### src/sv/moving_average_filter_defines.svh
// assertion macros shared by the moving average filter modules
// no dependencies; expects i_clk and i_rst_n in the including module
`ifndef MOVING_AVERAGE_FILTER_DEFINES_SVH
`define MOVING_AVERAGE_FILTER_DEFINES_SVH

`ifndef NO_ASSERTIONS
`define MAF_ASSERT(lbl, cond) \
    lbl: assert property (@(posedge i_clk) disable iff (!i_rst_n) (cond)) \
        else $error("maf assertion failed");
`define MAF_IMPLIES(lbl, pre, post) \
    lbl: assert property (@(posedge i_clk) disable iff (!i_rst_n) (pre) |-> (post)) \
        else $error("maf assertion failed");
`else
`define MAF_ASSERT(lbl, cond)
`define MAF_IMPLIES(lbl, pre, post)
`endif

`endif

### src/sv/maf_pkg.sv
// shared constants and types for the moving average filter
// no dependencies
package maf_pkg;

    localparam int MAX_WINDOW_DEF   = 1024;
    localparam int SAMPLE_WIDTH_DEF = 14;
    localparam int CFG_WIDTH        = 11;
    localparam int QUEUE_DEPTH      = 2;

    typedef struct packed {
        logic full;
        logic empty;
    } t_queue_stat;

endpackage

### src/sv/maf_fifo.sv
// short queue between front and back end
// depends on maf_pkg and moving_average_filter_defines.svh
`include "moving_average_filter_defines.svh"
module maf_fifo import maf_pkg::*; #(
    parameter int WIDTH = 8
) (
    input  logic             i_clk,
    input  logic             i_rst_n,
    input  logic             i_push,
    input  logic [WIDTH-1:0] i_data,
    input  logic             i_pop,
    output logic [WIDTH-1:0] o_data,
    output t_queue_stat      o_stat
);

    localparam int PTR_W = (QUEUE_DEPTH > 1) ? $clog2(QUEUE_DEPTH) : 1;
    localparam int CNT_W = $clog2(QUEUE_DEPTH + 1);

    logic [WIDTH-1:0] r_mem [QUEUE_DEPTH];
    logic [PTR_W-1:0] r_wr;
    logic [PTR_W-1:0] r_rd;
    logic [CNT_W-1:0] r_cnt;

    always_ff @(posedge i_clk) begin
        if (!i_rst_n) begin
            r_wr  <= '0;
            r_rd  <= '0;
            r_cnt <= '0;
        end else begin
            if (i_push) begin
                r_wr <= (r_wr == PTR_W'(QUEUE_DEPTH - 1)) ? '0 : r_wr + PTR_W'(1);
            end
            if (i_pop) begin
                r_rd <= (r_rd == PTR_W'(QUEUE_DEPTH - 1)) ? '0 : r_rd + PTR_W'(1);
            end
            if (i_push && !i_pop) begin
                r_cnt <= r_cnt + CNT_W'(1);
            end else if (i_pop && !i_push) begin
                r_cnt <= r_cnt - CNT_W'(1);
            end
        end
    end

    always_ff @(posedge i_clk) begin
        if (i_push) begin
            r_mem[r_wr] <= i_data;
        end
    end

    assign o_data       = r_mem[r_rd];
    assign o_stat.full  = (r_cnt == CNT_W'(QUEUE_DEPTH));
    assign o_stat.empty = (r_cnt == '0);

    `MAF_IMPLIES(a_no_push_when_full, i_push, !o_stat.full)
    `MAF_IMPLIES(a_no_pop_when_empty, i_pop, !o_stat.empty)

endmodule

### config.mk
export PLATFORM = sky130hd
export DESIGN_NAME = maf_fifo
export DESIGN_NICKNAME = d
export VERILOG_FILES = /design/src/sv/maf_pkg.sv /design/src/sv/maf_fifo.sv
export VERILOG_INCLUDE_DIRS = /design/src /design/src/sv
export SDC_FILE = /design/constraint.sdc
export NUM_CORES = 1
export LEC_CHECK = 0
export ABC_AREA = 1
export BUFFER_PORTS_ARGS = -buffer_cell sky130_fd_sc_hd__buf_2
export CAP_MARGIN = 20
export CORE_UTILIZATION = 49
export CTS_CLUSTER_DIAMETER = 200
export CTS_CLUSTER_SIZE = 16
export DETAILED_ROUTE_END_ITERATION = 16
export PLACE_DENSITY = 0.75
export SLEW_MARGIN = 20
export SYNTH_ARGS = -nofsm -noshare
export SYNTH_HDL_FRONTEND = slang
export SYNTH_SLANG_ARGS = --single-unit
export TNS_END_PERCENT = 1
### constraint.sdc
create_clock -name i_clk -period 1.15 [get_ports i_clk]
set_input_delay 0.2875 -clock i_clk [delete_from_list [all_inputs] [get_ports i_clk]]
set_output_delay 0.2875 -clock i_clk [all_outputs]
set_load 0.01 [all_outputs]
==> qor.txt, run 1 <==
Status -> complete, but fails checks
Failing checks -> negative setup slack
Multi-input gate area -> 218 um2
Hold crit path type -> input pin to flip-flop
Wirelength per Cell -> 12.1 um
PostCTS Resize Cnt -> 22
Peak VDD IR -> 0.000847 V
Area Growth Syn to Fin -> 33.6%
Final cell count without fillers -> 102
R2r worst-path depth -> 2
Ports -> 22
Worst R2R Setup Slack -> 130 ps
Commonest non-fill, non-tap cell in the layout -> edfxtp_1
Detailed Place HPWL -> 865 um
Hold path start -> i_data[7]
Final #Nets -> 100
Most frequent cells in the layout -> edfxtp_1 (16), buf_2 (13), buf_6 (10), mux2_4 (8), inv_1 (7)
Vias -> 487
Peak Freq -> 668 MHz
Port bufs -> 21
Sw power -> 0.341 mW
Hold Path Sink -> r_mem[0][7]
Syn avg cell area -> 13.9 um2
Max FO, Critical Path -> 5
Net Sw Frac -> 22.6%
Clk pin slew, worst setup/hold paths -> 110 ps
Final cycle utilization of the critical path -> 130%
Top cells by area, synth -> edfxtp_1 (60%), dfxtp_1 (12%), mux2_2 (11%)
Leakage power -> 0.477 nW
Chip height -> 42.5 um
H-tree Lvls -> 1
#FFs+latches synth -> 21
Synth top area share -> 59.7%
CP endpoint kind -> output pin
Final setup margin -> -347 ps
Clk Latency, worst-skew pair -> 290 ps
Antenna violations before repair -> 0
Headroom to the max-slew limit -> 75.9%
CP Data Required Time -> 860 ps
TritonCTS Buffers -> 3
CTS tree -> done
Initial Utilization -> 52.8%
Detail Route Antenna Nets -> 0
Worst reg2reg startpoint -> r_wr
Drc violations -> 0
Sink Count -> 21
Mapped Area -> 805 um2
Largest net degree at the start of global routing -> 12
WHS Path Cells -> 1
Setup_tns -> -2680 ps
Worst Setup Start Kind -> flip-flop
Layout fillers -> 111
WP data arrival -> 1210 ps
Syn_nets -> 71
Die area -> 0.00181 mm2
Routed WL -> 1230 um
Kind of critical path -> flip-flop to output pin
Row count -> 14
Via count of the first global-routing pass -> 455
Maxcap violations -> 0
Root buf cell -> clkbuf_4
Placed Area -> 955 um2
Design area -> 0.00107 mm2
Final hold viol count -> 0
GR Overflow Total -> 0
Int Power -> 1.17 mW
Clock share of power -> 22.2%
Die Wd -> 42.5 um
DP Cell Count -> 98
Setup repair after global routing missed its margin -> yes
Measured slew at the worst slew-check pin -> 361 ps
DRT Pass-1 Iters -> 2
Post-CTS Setup Bufs -> 0
Register area share after synthesis -> 72.2%
Total power draw -> 1.51 mW
Post-CTS Hold Buffers -> 0
Core Util, Final -> 70.5%
Max-slew violation count -> 0
Cell count after synthesis -> 58
CORE AREA -> 0.00152 mm2
Storage element area -> 584 um2
Worst Skew -> 4.08 ps
YS warnings -> 0
Fin crit period -> 1500 ps
Share of post-route cells with drive strength above 1 -> 50.0%
Cell taking the most area after synthesis -> edfxtp_1
DRT iter0 DRCs -> 5
Comb power frac -> 18.4%
Cell variety after synth -> 16
Diode count -> 0
Pwr dens -> 1400 mW/mm2
Worst hold slack -> 178 ps
Gr usage total -> 16.0%
First-pass GRT wire length -> 1970 um
Sequential share of power -> 59.4%
Setup violations, final -> 10
R2R Path End -> r_mem[1][7]
Setup WS pre-CTS -> -70.3 ps
Vias/cell -> 4.77
Maximum clock path buffer count -> 2
RePlAce Congestion -> 0.668
[worst max-delay path, cell delays in order, from the launching register on]
cell	delay, ps
dfxtp_2	360
buf_6	130
mux2_4	310
buf_6	120
[layer usage]
layer | GRT usage [%] | share of wire (%) | vias to the layer above
li1 | - | - | 255
met1 | 16.8 | 41 | 221
met2 | 27.4 | 54 | 11
met3 | 4.31 | 4.1 | 0
met4 | 11.3 | 0 | 0
met5 | 0 | 0 | -
[registers in the layout (all words and copies together) (netlist names), named ones only]
name,count
r_cnt,2
r_mem,16
r_rd,1
r_wr,1
[power by group through the flow]
stage          sequential [mW]  combinational (mW)  clock, mW
6_report                 0.895               0.277      0.335
5_1_grt                  0.901               0.300      0.384
4_1_cts                  0.894               0.279      0.358
3_5_place_dp             0.905               0.213          0
3_3_place_gp             0.902               0.209          0
2_1_floorplan            0.899               0.125          0
[final cells by class]
type,count,share of cell area (%)
inverter,9,3.14
tap,16,1.86
clock buffer,4,2.44
sequential,21,54.4
multi-input combinational,27,20.3
timing repair buffer,25,17.9
[how the worst max path moves through the flow]
stage,from,slack (ps),depth (start not counted),end
final,flip-flop,-350,3,o_data[6]
after global placement,flip-flop,-50,3,o_data[6]
after floorplan,flip-flop,40,2,o_data[0]
after global routing,flip-flop,-400,3,o_data[2]
after CTS,flip-flop,-370,3,o_data[3]
after detailed placement,flip-flop,-70,3,o_data[3]
[synthesized netlist by cell type]
master,number
a21oi_1,1
nand3_1,1
o21ai_0,1
edfxtp_1,16
buf_2,1
nor2_1,7
nand2_2,1
nand4_1,1
ha_1,1
xnor2_1,1
inv_2,1
inv_1,8
nor3_1,1
nand2_1,4
mux2_2,8
dfxtp_1,5
[cell families (layout without fill, tap and decap cells)]
logic type	after synthesis	count (layout)	synth area share, %
XOR/XNOR	1	1	1.09
buffers and inverters	10	38	4.82
multiplexers	8	8	11.2
adder cells (fa/ha/maj)	1	1	1.55
flip-flops	21	21	72.2
AO/OA/AOI/OAI	2	2	1.24
AND/OR/NAND/NOR	15	15	7.93
No activity file was read; power rests on OpenSTA's default activity.
==> run 2, diff against run 1 <==
--- a/config.mk
+++ b/config.mk
@@ -13,7 +13,7 @@
 export CTS_CLUSTER_DIAMETER = 200
 export CTS_CLUSTER_SIZE = 16
 export DETAILED_ROUTE_END_ITERATION = 16
-export PLACE_DENSITY = 0.75
+export PLACE_DENSITY_LB_ADDON = 0.12
 export SLEW_MARGIN = 20
 export SYNTH_ARGS = -nofsm -noshare
 export SYNTH_HDL_FRONTEND = slang
==> run 2 against run 1 <==
Net effect:
- the flow still finishes with violations (negative setup slack)
- design area is 0.82% lower
- power is 0.34% higher
- count of clock-buffer cells in the layout is 1 lower
- worst setup slack worse by 12 ps
- hold slack worse by 5.7 ps
- largest cell class unchanged
- final cell count is 0.98% lower
- global-route usage is 0.82 points lower
- first-iteration DRC count is 140% higher
- critical path depth stayed put
- flip-flop and latch count stayed put
- clock power is 2% higher
- clock skew is 1.4 ps higher
==> qor.txt, run 2 (synthesis gave the netlist of run 1 again) <==
Status -> complete, but fails checks
Failing checks -> negative setup slack
Leakage power -> 0.475 nW
Diode count -> 0
Final cycle utilization of the critical path -> 131%
Drc violations -> 0
Setup WS pre-CTS -> -60.8 ps
CP Data Required Time -> 860 ps
Most frequent cells in the layout -> edfxtp_1 (16), buf_2 (13), buf_6 (10), mux2_4 (8)
DRT iter0 DRCs -> 12
Post-CTS Hold Buffers -> 0
CORE AREA -> 0.00152 mm2
Largest net degree at the start of global routing -> 13
Vias/cell -> 4.84
CTS tree -> done
Final setup margin -> -359 ps
Setup repair after global routing missed its margin -> yes
Commonest non-fill, non-tap cell in the layout -> edfxtp_1
Layout fillers -> 105
Final #Nets -> 99
Clk pin slew, worst setup/hold paths -> 120 ps
PostCTS Resize Cnt -> 20
Fin crit period -> 1510 ps
Chip height -> 42.5 um
Via count of the first global-routing pass -> 486
Port bufs -> 21
Sw power -> 0.356 mW
Hold crit path type -> input pin to flip-flop
Final hold viol count -> 0
Clock share of power -> 22.6%
Total power draw -> 1.51 mW
Vias -> 489
Int Power -> 1.16 mW
TritonCTS Buffers -> 3
Ports -> 22
Sink Count -> 21
Largest register by flop count -> r_mem
Maxcap violations -> 0
Multi-input gate area -> 215 um2
First-pass GRT wire length -> 1930 um
Peak Freq -> 663 MHz
Setup violations, final -> 10
Row count -> 14
Clk Latency, worst-skew pair -> 290 ps
Antenna violations before repair -> 0
Die area -> 0.00181 mm2
Wirelength per Cell -> 12.3 um
R2r worst-path depth -> 2
Worst Setup Start Kind -> flip-flop
Maximum clock path buffer count -> 2
CP endpoint kind -> output pin
Root buf cell -> clkbuf_4
Detailed Place HPWL -> 846 um
WP data arrival -> 1220 ps
Initial Utilization -> 52.8%
RePlAce Congestion -> 0.599
WHS Path Cells -> 1
Net Sw Frac -> 23.5%
Routed WL -> 1240 um
GR Overflow Total -> 0
Sequential share of power -> 59.1%
Pwr dens -> 1420 mW/mm2
Comb power frac -> 18.2%
DRT Pass-1 Iters -> 2
Headroom to the max-slew limit -> 77.1%
Max-slew violation count -> 0
H-tree Lvls -> 1
Gr usage total -> 15.2%
Die Wd -> 42.5 um
Area Growth Syn to Fin -> 32.5%
Worst Skew -> 5.45 ps
Detail Route Antenna Nets -> 0
Largest register FFs -> 16
Peak VDD IR -> 0.00100 V
Kind of critical path -> flip-flop to output pin
Post-CTS Setup Bufs -> 0
Measured slew at the worst slew-check pin -> 343 ps
Largest regs -> r_mem (16), r_cnt (2)
Storage element area -> 584 um2
Max FO, Critical Path -> 5
Share of post-route cells with drive strength above 1 -> 49.4%
[run 2: cell count changes in the layout (fill, tap and decap cells not counted), sizes merged]
cell    delta
buf        -1
clkbuf     -1
clkinv     +1
[run 2: worst max-delay path, cell delays in order (launching register included)]
cell     delay (ps)
dfxtp_2         360
buf_6           130
mux2_4          310
buf_6           120
[run 2: worst paths after layout]
path	start	to	slack [ps]
worst min register to register	r_cnt[0]	r_cnt[0]	500
worst min-delay path	i_data[2]	r_mem[0][2]	170
worst max-delay path	flip-flop	o_data[2]	-360
worst max register to register	r_wr	r_mem[1][5]	150
[run 2: layout make-up]
cell class,count,area share [%]
sequential,21,54.8
timing repair buffer,24,17.4
clock inverter,1,0.469
tap,16,1.88
inverter,9,3.17
multi-input combinational,27,20.2
clock buffer,3,2.11
[run 2: per-stage QoR]
stage                     area (um2)  hold slack [ps]  setup TNS (ps)  utilization (%)  std cells
after CTS                       1060              165           -2850             69.5        101
after global placement           947              475            -258             62.2         97
after detailed placement         947              479            -335             62.2         97
after global routing            1070              158           -3140             70.0        101
after floorplan                  805              386               0                -         58
final                           1070              172           -2770             70.0        101
[run 2: power groups by stage]
stage               combinational (mW)  clock, mW  sequential, mW
CTS                              0.270      0.343           0.894
global route                     0.298      0.368           0.900
finish                           0.276      0.342           0.894
global placement                 0.204          0           0.903
floorplan                        0.125          0           0.899
detailed placement               0.210          0           0.906
[run 2: metal layers]
layer / GRT usage [%] / vias to the layer above / wire length [um]
li1: - / 250 / -
met4: 7.50 / 0 / 12
met3: 4.74 / 2 / 54
met5: 0 / - / 0
met2: 28.9 / 12 / 679
met1: 14.2 / 225 / 493
==> run 3, diff against run 2 <==
--- a/config.mk
+++ b/config.mk
@@ -7,9 +7,10 @@
 export NUM_CORES = 1
 export LEC_CHECK = 0
 export ABC_AREA = 1
-export BUFFER_PORTS_ARGS = -buffer_cell sky130_fd_sc_hd__buf_2
+export BUFFER_PORTS_ARGS = -buffer_cell sky130_fd_sc_hd__buf_4
 export CAP_MARGIN = 20
 export CORE_UTILIZATION = 49
+export CTS_BUF_LIST = sky130_fd_sc_hd__clkbuf_8 sky130_fd_sc_hd__clkbuf_16
 export CTS_CLUSTER_DIAMETER = 200
 export CTS_CLUSTER_SIZE = 16
 export DETAILED_ROUTE_END_ITERATION = 16
@@ -18,4 +19,3 @@
 export SYNTH_ARGS = -nofsm -noshare
 export SYNTH_HDL_FRONTEND = slang
 export SYNTH_SLANG_ARGS = --single-unit
-export TNS_END_PERCENT = 1
==> run 3 against run 2 <==
Net effect:
- the flow still finishes with violations (negative setup slack)
- global-route usage rose by 0.66 points
- wire length down 0.24%
- flip-flop and latch count stayed put
- utilization increased by 5.5 points
- fmax up 5.4%
- hold slack better by 46 ps
- worst setup slack better by 77 ps
- sequential share of layout area shrank 3.6 points
- final cell count increased by 3.0%
- clock power up 33%
- critical path type unchanged
==> qor.txt, run 3 (synthesis gave the netlist of run 1 again) <==
Status -> complete, but fails checks
Failing checks -> negative setup slack
TritonCTS Buffers -> 3
Commonest non-fill, non-tap cell in the layout -> buf_4
Initial Utilization -> 52.8%
Pwr dens -> 1450 mW/mm2
Multi-input gate area -> 220 um2
Setup WS pre-CTS -> -71.3 ps
CTS tree -> done
Worst Setup Start Kind -> flip-flop
Share of post-route cells with drive strength above 1 -> 53.4%
Comb power frac -> 18.9%
CP cell instances -> buf_6, mux2_4, buf_6
Sink Count -> 21
First-pass GRT wire length -> 2040 um
Drc violations -> 0
Gr usage total -> 15.9%
Row count -> 14
GR Overflow Total -> 0
Diode count -> 0
CORE AREA -> 0.00152 mm2
Root buf cell -> clkbuf_8
Worst hold slack -> 218 ps
Largest stage delay, worst path -> 340 ps
Ports -> 22
Die area -> 0.00181 mm2
Core Util, Final -> 75.5%
Max FO, Critical Path -> 5
Vias -> 505
Maximum clock path buffer count -> 2
Net Sw Frac -> 21.9%
Largest net degree at the start of global routing -> 13
Largest register by flop count -> r_mem
WP data arrival -> 1140 ps
Fin crit period -> 1430 ps
Via count of the first global-routing pass -> 492
Largest regs -> r_mem (16), r_cnt (2)
Sw power -> 0.364 mW
Area Growth Syn to Fin -> 42.9%
DP Cell Count -> 97
Vias/cell -> 4.86
Hold crit path type -> input pin to flip-flop
Int Power -> 1.30 mW
Setup violations, final -> 9
Maxcap violations -> 0
Wirelength per Cell -> 11.9 um
Setup repair after global routing missed its margin -> yes
Headroom to the max-slew limit -> 76.6%
Detailed Place HPWL -> 919 um
Antenna violations before repair -> 0
Setup_tns -> -2170 ps
Layout fillers -> 99
Peak VDD IR -> 0.00118 V
Routed WL -> 1240 um
RePlAce Congestion -> 0.609
Final cycle utilization of the critical path -> 125%
Clk Latency, worst-skew pair -> 250 ps
Chip height -> 42.5 um
Final cell count without fillers -> 104
Final #Nets -> 102
Clk pin slew, worst setup/hold paths -> 70 ps
Most Frequent Cell on Critical Path -> buf_6
Final setup margin -> -282 ps
DRT iter0 DRCs -> 8
Largest register FFs -> 16
Final hold viol count -> 0
Most frequent cells in the layout -> buf_4 (17), edfxtp_1 (16), buf_6 (10), mux2_4 (8), inv_1 (7)
Detail Route Antenna Nets -> 0
DRT Pass-1 Iters -> 2
Clock share of power -> 27.3%
Port bufs -> 21
Kind of critical path -> flip-flop to output pin
Die Wd -> 42.5 um
CP Data Required Time -> 860 ps
Measured slew at the worst slew-check pin -> 351 ps
Sequential share of power -> 53.8%
H-tree Lvls -> 1
CP endpoint kind -> output pin
Peak Freq -> 698 MHz
Leakage power -> 0.508 nW
Storage element area -> 589 um2
Max-slew violation count -> 0
Worst Skew -> 1.88 ps
Slowest-stage cell, CP -> dfxtp_2
## run 3: final timing paths
| kind | startpoint | end | slack (ps) | cells past startpoint |
|---|---|---|---|---|
| setup reg to reg | r_cnt[0] | r_cnt[1] | 130 | 8 |
| hold / removal | i_data[7] | r_mem[0][7] | 220 | 1 |
| hold reg to reg | r_cnt[0] | r_cnt[0] | 470 | 1 |
| setup / recovery | flip-flop | o_data[2] | -280 | 3 |
## run 3: stage by stage
step / power (mW) / cell area (um2)
after global placement: 1.14 / 1000
after global routing: 1.74 / 1150
final: 1.66 / 1150
after detailed placement: 1.15 / 1000
after CTS: 1.66 / 1120
after floorplan: 1.02 / 805
## run 3: routing by layer
layer	routed length [um]	GRT usage [%]	vias up	part of all wire [%]
met2	684	26.8	14	55
met5	0	0	-	0
met1	489	17.7	234	40
li1	-	-	255	-
met4	9	7.50	0	0.73
met3	54	5.60	2	4.4
## run 3: power by group through the flow
stage / registers, mW / clock network [mW] / logic [mW]
after CTS: 0.894 / 0.469 / 0.295
final: 0.895 / 0.455 / 0.314
after global routing: 0.900 / 0.504 / 0.339
after global placement: 0.903 / 0 / 0.237
after detailed placement: 0.906 / 0 / 0.245
after floorplan: 0.899 / 0 / 0.125
## run 3: final cells by class
| cell class | count | share of cell area (%) |
|---|---|---|
| Multi-Input combinational cell | 27 | 19.2 |
| Timing Repair Buffer | 27 | 20.9 |
| Inverter | 9 | 2.94 |
| Clock buffer | 3 | 3.59 |
| Clock inverter | 1 | 0.435 |
| Sequential cell | 21 | 51.3 |
| Tap cell | 16 | 1.74 |
## run 3: critical path, delay by kind of cell (launching register included)
family	cells	cell delay, ps
flops	1	340
mux	1	300
buf+inv	2	250
## run 3: repair_timing
action	CTS	global route
setup buffers	0	3
setup endpoints to repair	10	10
gates resized for setup	21	5
hold buffers	0	0
pin swaps	0	2
