`src/sv/moving_average_filter_defines.svh`:
```
// assertion macros shared by the moving average filter modules
// no dependencies; expects i_clk and i_rst_n in the including module
`ifndef MOVING_AVERAGE_FILTER_DEFINES_SVH
`define MOVING_AVERAGE_FILTER_DEFINES_SVH

`ifndef NO_ASSERTIONS
`define MAF_ASSERT(lbl, cond) \
    lbl: assert property (@(posedge i_clk) disable iff (!i_rst_n) (cond)) \
        else $error("maf assertion failed");
`define MAF_IMPLIES(lbl, pre, post) \
    lbl: assert property (@(posedge i_clk) disable iff (!i_rst_n) (pre) |-> (post)) \
        else $error("maf assertion failed");
`else
`define MAF_ASSERT(lbl, cond)
`define MAF_IMPLIES(lbl, pre, post)
`endif

`endif

```
`src/sv/maf_pkg.sv`:
```
// shared constants and types for the moving average filter
// no dependencies
package maf_pkg;

    localparam int MAX_WINDOW_DEF   = 1024;
    localparam int SAMPLE_WIDTH_DEF = 14;
    localparam int CFG_WIDTH        = 11;
    localparam int QUEUE_DEPTH      = 2;

    typedef struct packed {
        logic full;
        logic empty;
    } t_queue_stat;

endpackage

```
`src/sv/maf_back.sv`:
```
// back end: serial divider for the window mean and the output register
// depends on maf_pkg and moving_average_filter_defines.svh
`include "moving_average_filter_defines.svh"
module maf_back import maf_pkg::*; #(
    parameter int MAX_WINDOW   = MAX_WINDOW_DEF,
    parameter int SAMPLE_WIDTH = SAMPLE_WIDTH_DEF,
    parameter int WIN_W        = $clog2(MAX_WINDOW + 1),
    parameter int SUM_W        = SAMPLE_WIDTH + $clog2(MAX_WINDOW),
    parameter int ENTRY_W      = 1 + SAMPLE_WIDTH + SUM_W
) (
    input  logic                           i_clk,
    input  logic                           i_rst_n,
    input  logic [WIN_W-1:0]               i_win,
    input  t_queue_stat                    i_qstat,
    input  logic [ENTRY_W-1:0]             i_entry,
    output logic                           o_pop,
    output logic                           o_valid,
    input  logic                           i_stall,
    output logic signed [SAMPLE_WIDTH-1:0] o_sample_out,
    output logic                           o_window_full
);

    localparam int CNT_W = $clog2(SUM_W);

    typedef enum logic [1:0] {
        S_IDLE,
        S_DIV,
        S_DONE
    } t_state;

    t_state                  r_state;
    logic [CNT_W-1:0]        r_cnt;
    logic [WIN_W-1:0]        r_rem;
    logic [SUM_W-1:0]        r_quo;
    logic                    r_neg;
    logic                    r_ovalid;
    logic [SAMPLE_WIDTH-1:0] r_out_sample;
    logic                    r_out_full;

    logic                    e_div;
    logic [SAMPLE_WIDTH-1:0] e_sample;
    logic [SUM_W-1:0]        e_sum;
    logic [SUM_W-1:0]        mag;
    logic                    out_free;
    logic                    out_load;
    logic                    pop;
    logic [WIN_W:0]          trial;
    logic [WIN_W:0]          diff;
    logic                    ge;
    logic [WIN_W-1:0]        n_rem;
    logic [SUM_W-1:0]        quot;

    assign e_div    = i_entry[ENTRY_W-1];
    assign e_sample = i_entry[SUM_W +: SAMPLE_WIDTH];
    assign e_sum    = i_entry[SUM_W-1:0];
    assign mag      = e_sum[SUM_W-1] ? (SUM_W'(0) - e_sum) : e_sum;

    assign out_free = !r_ovalid || !i_stall;
    assign pop      = (r_state == S_IDLE) && !i_qstat.empty && (e_div || out_free);
    assign out_load = (pop && !e_div) || ((r_state == S_DONE) && out_free);

    // one quotient bit per cycle on the magnitude
    assign trial = {r_rem, r_quo[SUM_W-1]};
    assign diff  = trial - {1'b0, i_win};
    assign ge    = (trial >= {1'b0, i_win});
    assign n_rem = ge ? diff[WIN_W-1:0] : trial[WIN_W-1:0];
    assign quot  = r_neg ? (SUM_W'(0) - r_quo) : r_quo;

    always_ff @(posedge i_clk) begin
        if (!i_rst_n) begin
            r_state  <= S_IDLE;
            r_ovalid <= 1'b0;
        end else begin
            if (out_load) begin
                r_ovalid <= 1'b1;
            end else if (!i_stall) begin
                r_ovalid <= 1'b0;
            end
            case (r_state)
                S_IDLE: begin
                    if (pop) begin
                        if (e_div) begin
                            r_state <= S_DIV;
                            r_cnt   <= '0;
                            r_rem   <= '0;
                            r_quo   <= mag;
                            r_neg   <= e_sum[SUM_W-1];
                        end else begin
                            r_out_sample <= e_sample;
                            r_out_full   <= 1'b0;
                        end
                    end
                end
                S_DIV: begin
                    r_rem <= n_rem;
                    r_quo <= {r_quo[SUM_W-2:0], ge};
                    r_cnt <= r_cnt + CNT_W'(1);
                    if (r_cnt == CNT_W'(SUM_W - 1)) begin
                        r_state <= S_DONE;
                    end
                end
                S_DONE: begin
                    if (out_free) begin
                        r_out_sample <= quot[SAMPLE_WIDTH-1:0];
                        r_out_full   <= 1'b1;
                        r_state      <= S_IDLE;
                    end
                end
                default: begin
                    r_state <= S_IDLE;
                end
            endcase
        end
    end

    assign o_pop         = pop;
    assign o_valid       = r_ovalid;
    assign o_sample_out  = $signed(r_out_sample);
    assign o_window_full = r_out_full;

    `MAF_IMPLIES(a_div_nonzero_window, r_state == S_DIV, i_win != '0)

endmodule

```
`config.mk`:
```
export PLATFORM = sky130hd
export DESIGN_NAME = maf_back
export DESIGN_NICKNAME = d
export VERILOG_FILES = /design/src/sv/maf_pkg.sv /design/src/sv/maf_back.sv
export VERILOG_INCLUDE_DIRS = /design/src /design/src/sv
export SDC_FILE = /design/constraint.sdc
export NUM_CORES = 1
export LEC_CHECK = 0
export ABC_CLOCK_PERIOD_IN_PS = 2650
export BUFFER_PORTS_ARGS = -buffer_cell sky130_fd_sc_hd__buf_4
export CAP_MARGIN = 30
export CORE_MARGIN = 1
export CORE_UTILIZATION = 50
export CTS_CLUSTER_DIAMETER = 30
export DETAILED_ROUTE_END_ITERATION = 8
export GPL_TIMING_DRIVEN = 0
export PLACE_DENSITY = 0.84
export SYNTH_ARGS = -nofsm -noshare
export SYNTH_HDL_FRONTEND = slang
export SYNTH_SLANG_ARGS = --single-unit
```
`constraint.sdc`:
```
create_clock -name i_clk -period 2.65 [get_ports i_clk]
set_clock_uncertainty 0.05 [all_clocks]
set_input_delay 0.265 -clock i_clk [delete_from_list [all_inputs] [get_ports i_clk]]
set_output_delay 0.265 -clock i_clk [all_outputs]
set_load 0.1 [all_outputs]
```
==> results of run 1 <==
[state kept, by name (all words and copies together), names as in the netlist]
register and count:
r_neg 1, r_state 2, o_valid 1, o_sample_out 14, o_window_full 1, r_cnt 5, r_rem 11, r_quo 24
[worst min-delay path by stage]
stage	start	to	slack, ps
2_1_floorplan	i_entry[23]	r_neg	310
3_3_place_gp	i_entry[23]	r_neg	440
3_5_place_dp	i_entry[23]	r_neg	440
4_1_cts	i_entry[23]	r_neg	90
5_1_grt	i_entry[23]	r_neg	90
6_report	i_entry[23]	r_neg	100
[worst max-delay path: cells and delay by family (launching register included)]
family | cells | cell delay [ps]
flops | 1 | 350
compound gates | 5 | 990
buf+inv | 2 | 220
fa+ha+maj | 2 | 550
simple gates | 1 | 190
[metrics by stage]
step,setup slack (ps),cells
floorplan,238.4,390
global placement,-51.14,559
detailed placement,-118.7,560
CTS,33.56,578
global route,32.01,578
finish,152.2,578
[timing repair]
action / CTS / global route
gates resized for setup: 1 / 4
hold buffers: 0 / 0
buffers inserted: 2 / 0
setup endpoints to repair: 9 / 8
pin swaps: 2 / 3
hold endpoints to repair: 0 / 0
[power groups by stage]
stage	Sequential, mW	Clock (mW)	Combinational, mW
floorplan	1.18	0	0.291
global placement	1.14	0	0.480
detailed placement	1.14	0	0.502
CTS	1.12	0.814	0.509
global route	1.12	0.852	0.564
finish	1.12	0.806	0.512
[final cells by class]
class | count | area (um^2)
plain buffers | 16 | 67.56
fillers | 624 | 2600
well taps | 99 | 123.9
repair buffers | 73 | 560.5
multi-input cells | 296 | 1934
flip-flops and latches | 59 | 1742
inverters | 19 | 71.32
clock inverters | 7 | 68.82
clock buffers | 9 | 123.9
[metal layers]
| metal | vias to the layer above | share of wire, % | GRT usage, % |
|---|---|---|---|
| met5 | - | 0 | 0 |
| met4 | 0 | 1.0 | 9.384 |
| met3 | 9 | 6.7 | 4.432 |
| met2 | 104 | 48 | 35.73 |
| met1 | 1375 | 44 | 24.85 |
| li1 | 1563 | - | - |
[kinds of logic after synthesis]
kind of cell,count (synthesis),share of synthesized area [%]
adders and majority gates,15,5.169
muxes,7,1.856
buffers and inverters,35,3.579
and+or+nand+nor,139,18.12
xor gates and xnor gates,42,9.741
DFF,59,46.12
AOI/OAI and AO/OA,93,15.41
[cells in the final DEF, fill, tap and decap left out, types with 6 or more instances in the layout]
master	count
buf_4	72
nand2_1	61
edfxtp_1	56
xor2_1	32
o21ai_0	32
nor2_1	22
o21ai_1	20
inv_1	19
ha_1	14
clkbuf_1	13
xnor2_1	10
nand2b_1	9
a21oi_1	9
clkbuf_8	9
nor3_1	7
mux2i_1	7
nor2b_1	6
o31ai_1	6
==> reports/summary.txt, run 1 <==
RSZ-0062 raised after global routing: false
initial antenna violation count: 0
worst hold path class: input port to flip-flop
Main synth FF type: edfxtp_1
outcome: finished clean
Final HPWL DP: 5.955 mm
P_int: 1.734 mW
minimum clock period: 2498 ps
port bufs: 70
CP Launch Point: r_quo[23]
Slew @ Worst Pin: 579.7 ps
Antenna Cells: 0
root buffer cell: clkbuf_8
share of layout cells above drive strength 1: 22.55%
part of the power in registers: 45.9%
Total Routing Usage GR: 20.68%
Syn. warnings: 0
RR Endpoint: r_rem[3]
Initial Util: 51.78%
routed vias/inst: 5.279
CTS HTree Levels: 3
global route total overflow: 0
clk slew on worst S/H paths: 70 ps
Post-synth EDFFs: 56
WS Path Type: flip-flop to flip-flop
Initial DRC Count: 130
Routed Antenna Nets: 0
PD cells: 518.8 nW/um^2
Worst path slowest cell: edfxtp_1
largest stage delay on the critical path: 350 ps
most common cell in the netlist: nand2_1
Switching Share: 28.75%
nature of the critical path endpoint: flip-flop
largest net degree at the start of global routing: 31
number of buffers on the longest clock path: 2
hold slack: 100.3 ps
Final Hold Fails: 0
final max-slew violation count: 0
Peak supply drop: 0.2948 mV
Design Area, Final: 4692 um^2
Total Wirelength: 7.653 mm
Clock power frac: 33.1%
DRC viols: 0
Final #Nets: 544
Final GP Congestion: 0.8631
R2R Setup Slk: 150 ps
clk_lat worst skew: 340 ps
CP Cell Sequence: inv_1 -> ha_1 -> fa_2 -> nand2b_1 -> a21oi_2 -> o21ai_2 -> a211o_1 -> buf_4 -> a211o_1 -> a21oi_1
synthesis-stage register bit count: 59
Mean Syn Cell Area: 9.682 um^2
cell depth of the worst flop-to-flop path: 10
logic gate share of total power: 21.0%
P_sw: 0.6999 mW
Worst setup endpoint: r_rem[3]
Post-DP Area: 4468 um^2
die area: 7904 um^2
Core ar.: 7292 um^2
max cap viols: 0
vias: 3051
CTS buffer count: 9
Row Count: 31
top-area cell type share of the netlist area: 44.53%
Most common cell on crit path: a211o_1
syn_nets: 460
CP startpoint kind: flip-flop
clock sink count: 59
Cell Area, Synth: 3776 um^2
ys async rst share: 0%
endpoints failing setup: 0
CTS tree: yes
commonest cells in the netlist: 61 x nand2_1, 56 x edfxtp_1, 32 x o21ai_0, 32 x xor2_1, 23 x nor2_1
Pre-Repair DR Iteration Count: 4
Final Util: 64.34%
hold path cells: 1
required time worst endpoint: 2780 ps
number of global-route vias before repair: 2913
Static Leak: 1.875 nW
Worst EP arrival: 2630 ps
leading area contributor after synthesis: edfxtp_1
ranking of synthesized cells by area: edfxtp_1 45%, xor2_1 7.4%, nand2_1 6.1%, ha_1 4.6%, o21ai_0 4.2%
synth unique cells: 47
first-pass GRT wire length: 12.34 mm
Die W: 88.91 um
# IOs: 72
Post-Syn Instances: 390
setup TNS: 0 ps
worst reg2reg startpoint: r_quo[23]
crit path max fanout: 5
Routed WL per cell: 13.24 um
Slew headroom: 61.36%
Power Total: 2.434 mW
sequential-to-total area share from yosys stat: 46.12%
Die H: 88.91 um
Syn-to-layout area delta: 24.25%
final worst path period share: 94.26%
Fmax: 0.4004 GHz
Note: power is estimated with default switching activity, not from simulation.
==> run 2: changes to the inputs <==
--- a/config.mk
+++ b/config.mk
@@ -14,6 +14,7 @@
 export CTS_CLUSTER_DIAMETER = 30
 export DETAILED_ROUTE_END_ITERATION = 8
 export GPL_TIMING_DRIVEN = 0
+export MAX_ROUTING_LAYER = met4
 export PLACE_DENSITY = 0.84
 export SYNTH_ARGS = -nofsm -noshare
 export SYNTH_HDL_FRONTEND = slang
==> reports/summary.txt, run 2 (synthesized netlist as in run 1, its figures left out) <==
Routed Antenna Nets: 0 (unchanged)
required time worst endpoint: 2790 ps (about the same)
Die H: 88.91 um (unchanged)
area of the multi-input gates: 1934 um^2 (unchanged)
root buffer cell: clkbuf_8
port bufs: 70 (unchanged)
Initial DRC Count: 155 (+19%)
Die W: 88.91 um (unchanged)
DRC viols: 0 (unchanged)
final max-slew violation count: 0 (unchanged)
number of buffers on the longest clock path: 2 (unchanged)
GRT busiest layer: met2
Final Hold Fails: 0 (unchanged)
first-pass GRT wire length: 12.36 mm (+0.22%)
Biggest register: r_quo
crit path max fanout: 5 (unchanged)
vias: 3042 (-0.29%)
Total Wirelength: 7.644 mm (-0.12%)
CTS tree: yes
die area: 7904 um^2 (unchanged)
Post-DP Area: 4468 um^2 (unchanged)
hold_buf cts: 0 (unchanged)
CTS buffer count: 9 (unchanged)
Clock power frac: 33.1% (about the same)
Row Count: 31 (unchanged)
Final Util: 64.34% (unchanged)
Final #Nets: 544 (unchanged)
CTS HTree Levels: 3 (unchanged)
Switching Share: 28.71% (-0.044 points)
Power Total: 2.432 mW (about the same)
global route total overflow: 0 (unchanged)
routed vias/inst: 5.263 (-0.29%)
P_int: 1.734 mW (about the same)
endpoints failing setup: 0 (unchanged)
Worst EP arrival: 2640 ps (about the same)
Peak supply drop: 0.2951 mV (about the same)
CP startpoint kind: flip-flop
met2 Use GR: 35.66% (-0.070 points)
hold slack: 100.1 ps (-0.2330 ps)
Final HPWL DP: 5.955 mm (unchanged)
minimum clock period: 2500 ps (+2.702 ps)
Slew @ Worst Pin: 579.8 ps (+0.1508 ps)
WS Path Type: flip-flop to flip-flop
PD cells: 518.4 nW/um^2 (about the same)
Register Area: 1742 um^2 (unchanged)
Static Leak: 1.875 nW (unchanged)
share of layout cells above drive strength 1: 22.55% (unchanged)
Antenna Cells: 0 (unchanged)
Final GP Congestion: 0.8771 (+1.6%)
# IOs: 72 (unchanged)
max cap viols: 0 (unchanged)
part of the power in registers: 45.9% (about the same)
Fmax: 0.3999 GHz (-0.11%)
Initial Util: 51.78% (unchanged)
worst hold path class: input port to flip-flop
commonest cells after routing, fill and taps aside: 72 x buf_4, 61 x nand2_1, 56 x edfxtp_1
Design Area, Final: 4692 um^2 (unchanged)
most common cell after layout, fill and taps aside: buf_4
P_sw: 0.6983 mW (-0.22%)
number of global-route vias before repair: 2913 (unchanged)
setup TNS: 0 ps (unchanged)
initial antenna violation count: 0 (unchanged)
clock sink count: 59 (unchanged)
met1 usage: 24.91% (+0.060 points)
clk_lat worst skew: 340 ps (about the same)
Slew headroom: 61.35% (about the same)
logic gate share of total power: 21.0% (about the same)
final worst path period share: 94.36% (+0.10 points)
nature of the critical path endpoint: flip-flop
max reg flops: 24 (unchanged)
Total Routing Usage GR: 21.40% (+0.72 points)
Core ar.: 7292 um^2 (unchanged)
fillcell total: 624 (unchanged)
Routed WL per cell: 13.22 um (-0.12%)
Syn-to-layout area delta: 24.25% (unchanged)
met3 Use GR: 4.709% (+0.28 points)
Pre-Repair DR Iteration Count: 4 (unchanged)
largest net degree at the start of global routing: 31 (unchanged)
outcome: finished clean
clk slew on worst S/H paths: 70 ps (about the same)
RSZ-0062 raised after global routing: false
run 2: cell counts in the layout (fill, tap and decap cells not counted):
Identical to the previous run, type by type.
run 2: what timing repair did:
| action | 4_1_cts | 5_1_grt |
|---|---|---|
| buffers inserted | 2 | 0 |
| setup endpoints to repair | 9 | 8 |
| hold endpoints to repair | 0 | 0 |
| pin swaps | 2 | 3 |
| resized for setup | 1 | 4 |
run 2: path summary, 6_finish.rpt:
kind / from / end / slack (ps) / depth (start not counted)
worst max-delay path: r_quo[23] / r_rem[3] / 150 / 10
worst min-delay path: i_entry[23] / r_neg / 100 / 1
worst max register to register: r_quo[23] / r_rem[3] / 150 / 10
worst min register to register: r_quo[20] / r_quo[21] / 490 / 2
run 2: stage by stage:
stage	setup WS, ps	cells
after global routing	32.16	578
final	149.5	578
after floorplan	238.4	390
after CTS	33.56	578
after global placement	-51.14	559
after detailed placement	-118.7	560
run 2: critical path: stages (launching register included):
cell and delay, ps:
edfxtp_1 350, inv_1 60, ha_1 200, fa_2 350, nand2b_1 190, a21oi_2 200, o21ai_2 100, a211o_1 320
buf_4 160, a211o_1 230, a21oi_1 140
run 2: final cells by class:
class | instances | share of cell area (%)
Clock inverter | 7 | 1.467
Clock buffer | 9 | 2.640
Buffer | 16 | 1.440
Tap cell | 99 | 2.640
Multi-Input combinational cell | 296 | 41.23
Inverter | 19 | 1.520
Sequential cell | 59 | 37.12
Timing Repair Buffer | 73 | 11.95
run 2: routing by layer:
layer	up-vias	share of wire, %
met5	-	0
met2	110	48
li1	1562	-
met3	11	7.3
met4	0	1.3
met1	1359	43
run 2: power by group through the flow:
stage | sequential [mW] | clock (mW) | combinational, mW
floorplan | 1.18 | 0 | 0.291
global placement | 1.14 | 0 | 0.480
detailed placement | 1.14 | 0 | 0.502
CTS | 1.12 | 0.814 | 0.509
global route | 1.12 | 0.855 | 0.564
finish | 1.12 | 0.805 | 0.511
==> run 3: changes to the inputs <==
--- a/config.mk
+++ b/config.mk
@@ -6,16 +6,16 @@
 export SDC_FILE = /design/constraint.sdc
 export NUM_CORES = 1
 export LEC_CHECK = 0
-export ABC_CLOCK_PERIOD_IN_PS = 2650
+export ABC_CLOCK_PERIOD_IN_PS = 2400
 export BUFFER_PORTS_ARGS = -buffer_cell sky130_fd_sc_hd__buf_4
 export CAP_MARGIN = 30
 export CORE_MARGIN = 1
-export CORE_UTILIZATION = 50
+export CORE_UTILIZATION = 55
 export CTS_CLUSTER_DIAMETER = 30
 export DETAILED_ROUTE_END_ITERATION = 8
 export GPL_TIMING_DRIVEN = 0
 export MAX_ROUTING_LAYER = met4
-export PLACE_DENSITY = 0.84
+export PLACE_DENSITY = 0.87
 export SYNTH_ARGS = -nofsm -noshare
 export SYNTH_HDL_FRONTEND = slang
 export SYNTH_SLANG_ARGS = --single-unit
==> constraint.sdc (replaced) <==
create_clock -name i_clk -period 2.4 [get_ports i_clk]
set_clock_uncertainty 0.05 [all_clocks]
set_input_delay 0.24 -clock i_clk [delete_from_list [all_inputs] [get_ports i_clk]]
set_output_delay 0.24 -clock i_clk [all_outputs]
set_load 0.1 [all_outputs]
==> reports/summary.txt, run 3 (synthesized netlist as in run 1, its figures left out) <==
outcome: finished, violations left
failing checks: DRC, setup timing
Total Wirelength: 8.906 mm (+17%)
endpoints failing setup: 5 (+5)
met3 Use GR: 4.669% (-0.040 points)
Row Count: 29 (-6.5%)
max reg flops: 24 (unchanged)
setup TNS: -176.8 ps (-176.8 ps)
cell count after placement: 538 (-3.9%)
initial antenna violation count: 0 (unchanged)
port bufs: 70 (unchanged)
Final HPWL DP: 6.278 mm (+5.4%)
share of layout cells above drive strength 1: 26.28% (+3.7 points)
Die W: 84.86 um (-4.5%)
minimum clock period: 2471 ps (-29.84 ps)
CTS buffer count: 9 (unchanged)
PD cells: 574.0 nW/um^2 (+11%)
CP startpoint kind: flip-flop
Final GP Congestion: 0.8938 (+1.9%)
Peak supply drop: 0.3160 mV (+7.1%)
Final Hold Fails: 0 (unchanged)
largest net degree at the start of global routing: 31 (unchanged)
crit path max fanout: 5 (unchanged)
setup slack after layout: -70.65 ps (-220.2 ps)
Die H: 84.86 um (-4.5%)
Slew @ Worst Pin: 633.3 ps (+53.53 ps)
clock sink count: 59 (unchanged)
Slew headroom: 57.78% (-3.6 points)
Static Leak: 1.927 nW (+2.8%)
Final Util: 74.15% (+9.8 points)
Routed WL per cell: 15.79 um (+19%)
Total Routing Usage GR: 26.09% (+4.7 points)
root buffer cell: clkbuf_8
global route total overflow: 0 (unchanged)
required time worst endpoint: 2430 ps (-360 ps)
DRC viols: 8 (+8)
final max-slew violation count: 0 (unchanged)
most common cell after layout, fill and taps aside: buf_4
clk_lat worst skew: 340 ps (about the same)
Core ar.: 6495 um^2 (-11%)
# IOs: 72 (unchanged)
routed vias/inst: 5.732 (+8.9%)
final worst path period share: 102.9% (+8.6 points)
Initial DRC Count: 210 (+35%)
RSZ-0062 raised after global routing: true
WS Path Type: flip-flop to flip-flop
max cap viols: 0 (unchanged)
first-pass GRT wire length: 14.01 mm (+13%)
Pre-Repair DR Iteration Count: 7 (+3)
Fmax: 0.4048 GHz (+1.2%)
nature of the critical path endpoint: flip-flop
die area: 7201 um^2 (-8.9%)
Worst EP arrival: 2500 ps (-140 ps)
number of global-route vias before repair: 3134 (+7.6%)
CTS HTree Levels: 3 (unchanged)
Syn-to-layout area delta: 27.53%
vias: 3233 (+6.3%)
number of buffers on the longest clock path: 2 (unchanged)
Antenna Cells: 0 (unchanged)
CTS tree: yes
commonest cells after routing, fill and taps aside: 78 x buf_4, 61 x nand2_1, 56 x edfxtp_1
met2 Use GR: 43.98% (+8.3 points)
GRT busiest layer: met2
clk slew on worst S/H paths: 70 ps (about the same)
post-route insts no fill: 564 (-2.4%)
worst hold path class: input port to flip-flop
met1 usage: 30.17% (+5.3 points)
Initial Util: 58.14% (+6.4 points)
Routed Antenna Nets: 0 (unchanged)
Final #Nets: 552 (+1.5%)
Biggest register: r_quo
## run 3: final cells by class
class | instances | area [um^2]
repair buffers | 81 | 621.8
inverters | 19 | 71.32
flip-flops and latches | 59 | 1742
clock inverters | 6 | 56.30
clock buffers | 10 | 127.6
plain buffers | 16 | 67.56
well taps | 77 | 96.34
fillers | 450 | 1679
multi-input cells | 296 | 2033
## run 3: path summary, 6_finish.rpt
check,slack (ps),cells past startpoint,startpoint,end
setup / recovery,-70,7,r_rem[8],r_rem[8]
hold / removal,80,2,i_rst_n,r_state[1]
setup reg to reg,-70,7,r_rem[8],r_rem[8]
hold reg to reg,480,2,o_valid,o_valid
## run 3: through the flow
stage	worst slack (ps)	instance area, um^2	hold WS, ps	power (mW)
finish	-70.65	4816	75.23	2.764
detailed placement	-279.2	4444	427.6	1.817
floorplan	28.87	3797	288.9	1.624
global route	-113.9	4816	72.02	2.874
global placement	-261.2	4419	424.4	1.783
CTS	-26.80	4763	66.32	2.728
## run 3: where the power goes
part | internal [mW] | switching, mW | total (mW)
clock | 0.470 | 0.415 | 0.885
sequential | 1.20 | 0.0348 | 1.24
combinational | 0.279 | 0.365 | 0.644
total | 1.95 | 0.815 | 2.76
## run 3: routing by layer
metal	share of wire [%]	wire [um]	up-vias
li1	-	-	1579
met1	40	3599	1503
met2	50	4475	131
met3	7.0	624	20
met4	2.3	207	0
met5	0	0	-
## run 3: what timing repair did
action / in CTS / in global routing
setup buffers: 7 / 2
pin swaps: 10 / 8
endpoints found under the setup margin: 12 / 13
hold buffers: 0 / 0
cloned: 1 / 0
resized for setup: 17 / 9
## run 3: critical path, stage by stage (launching register included)
cell,delay [ps]
edfxtp_1,420
ha_1,380
a2111oi_2,510
a21boi_1,270
a211o_4,160
buf_6,130
mux2i_1,210
nor2_1,70
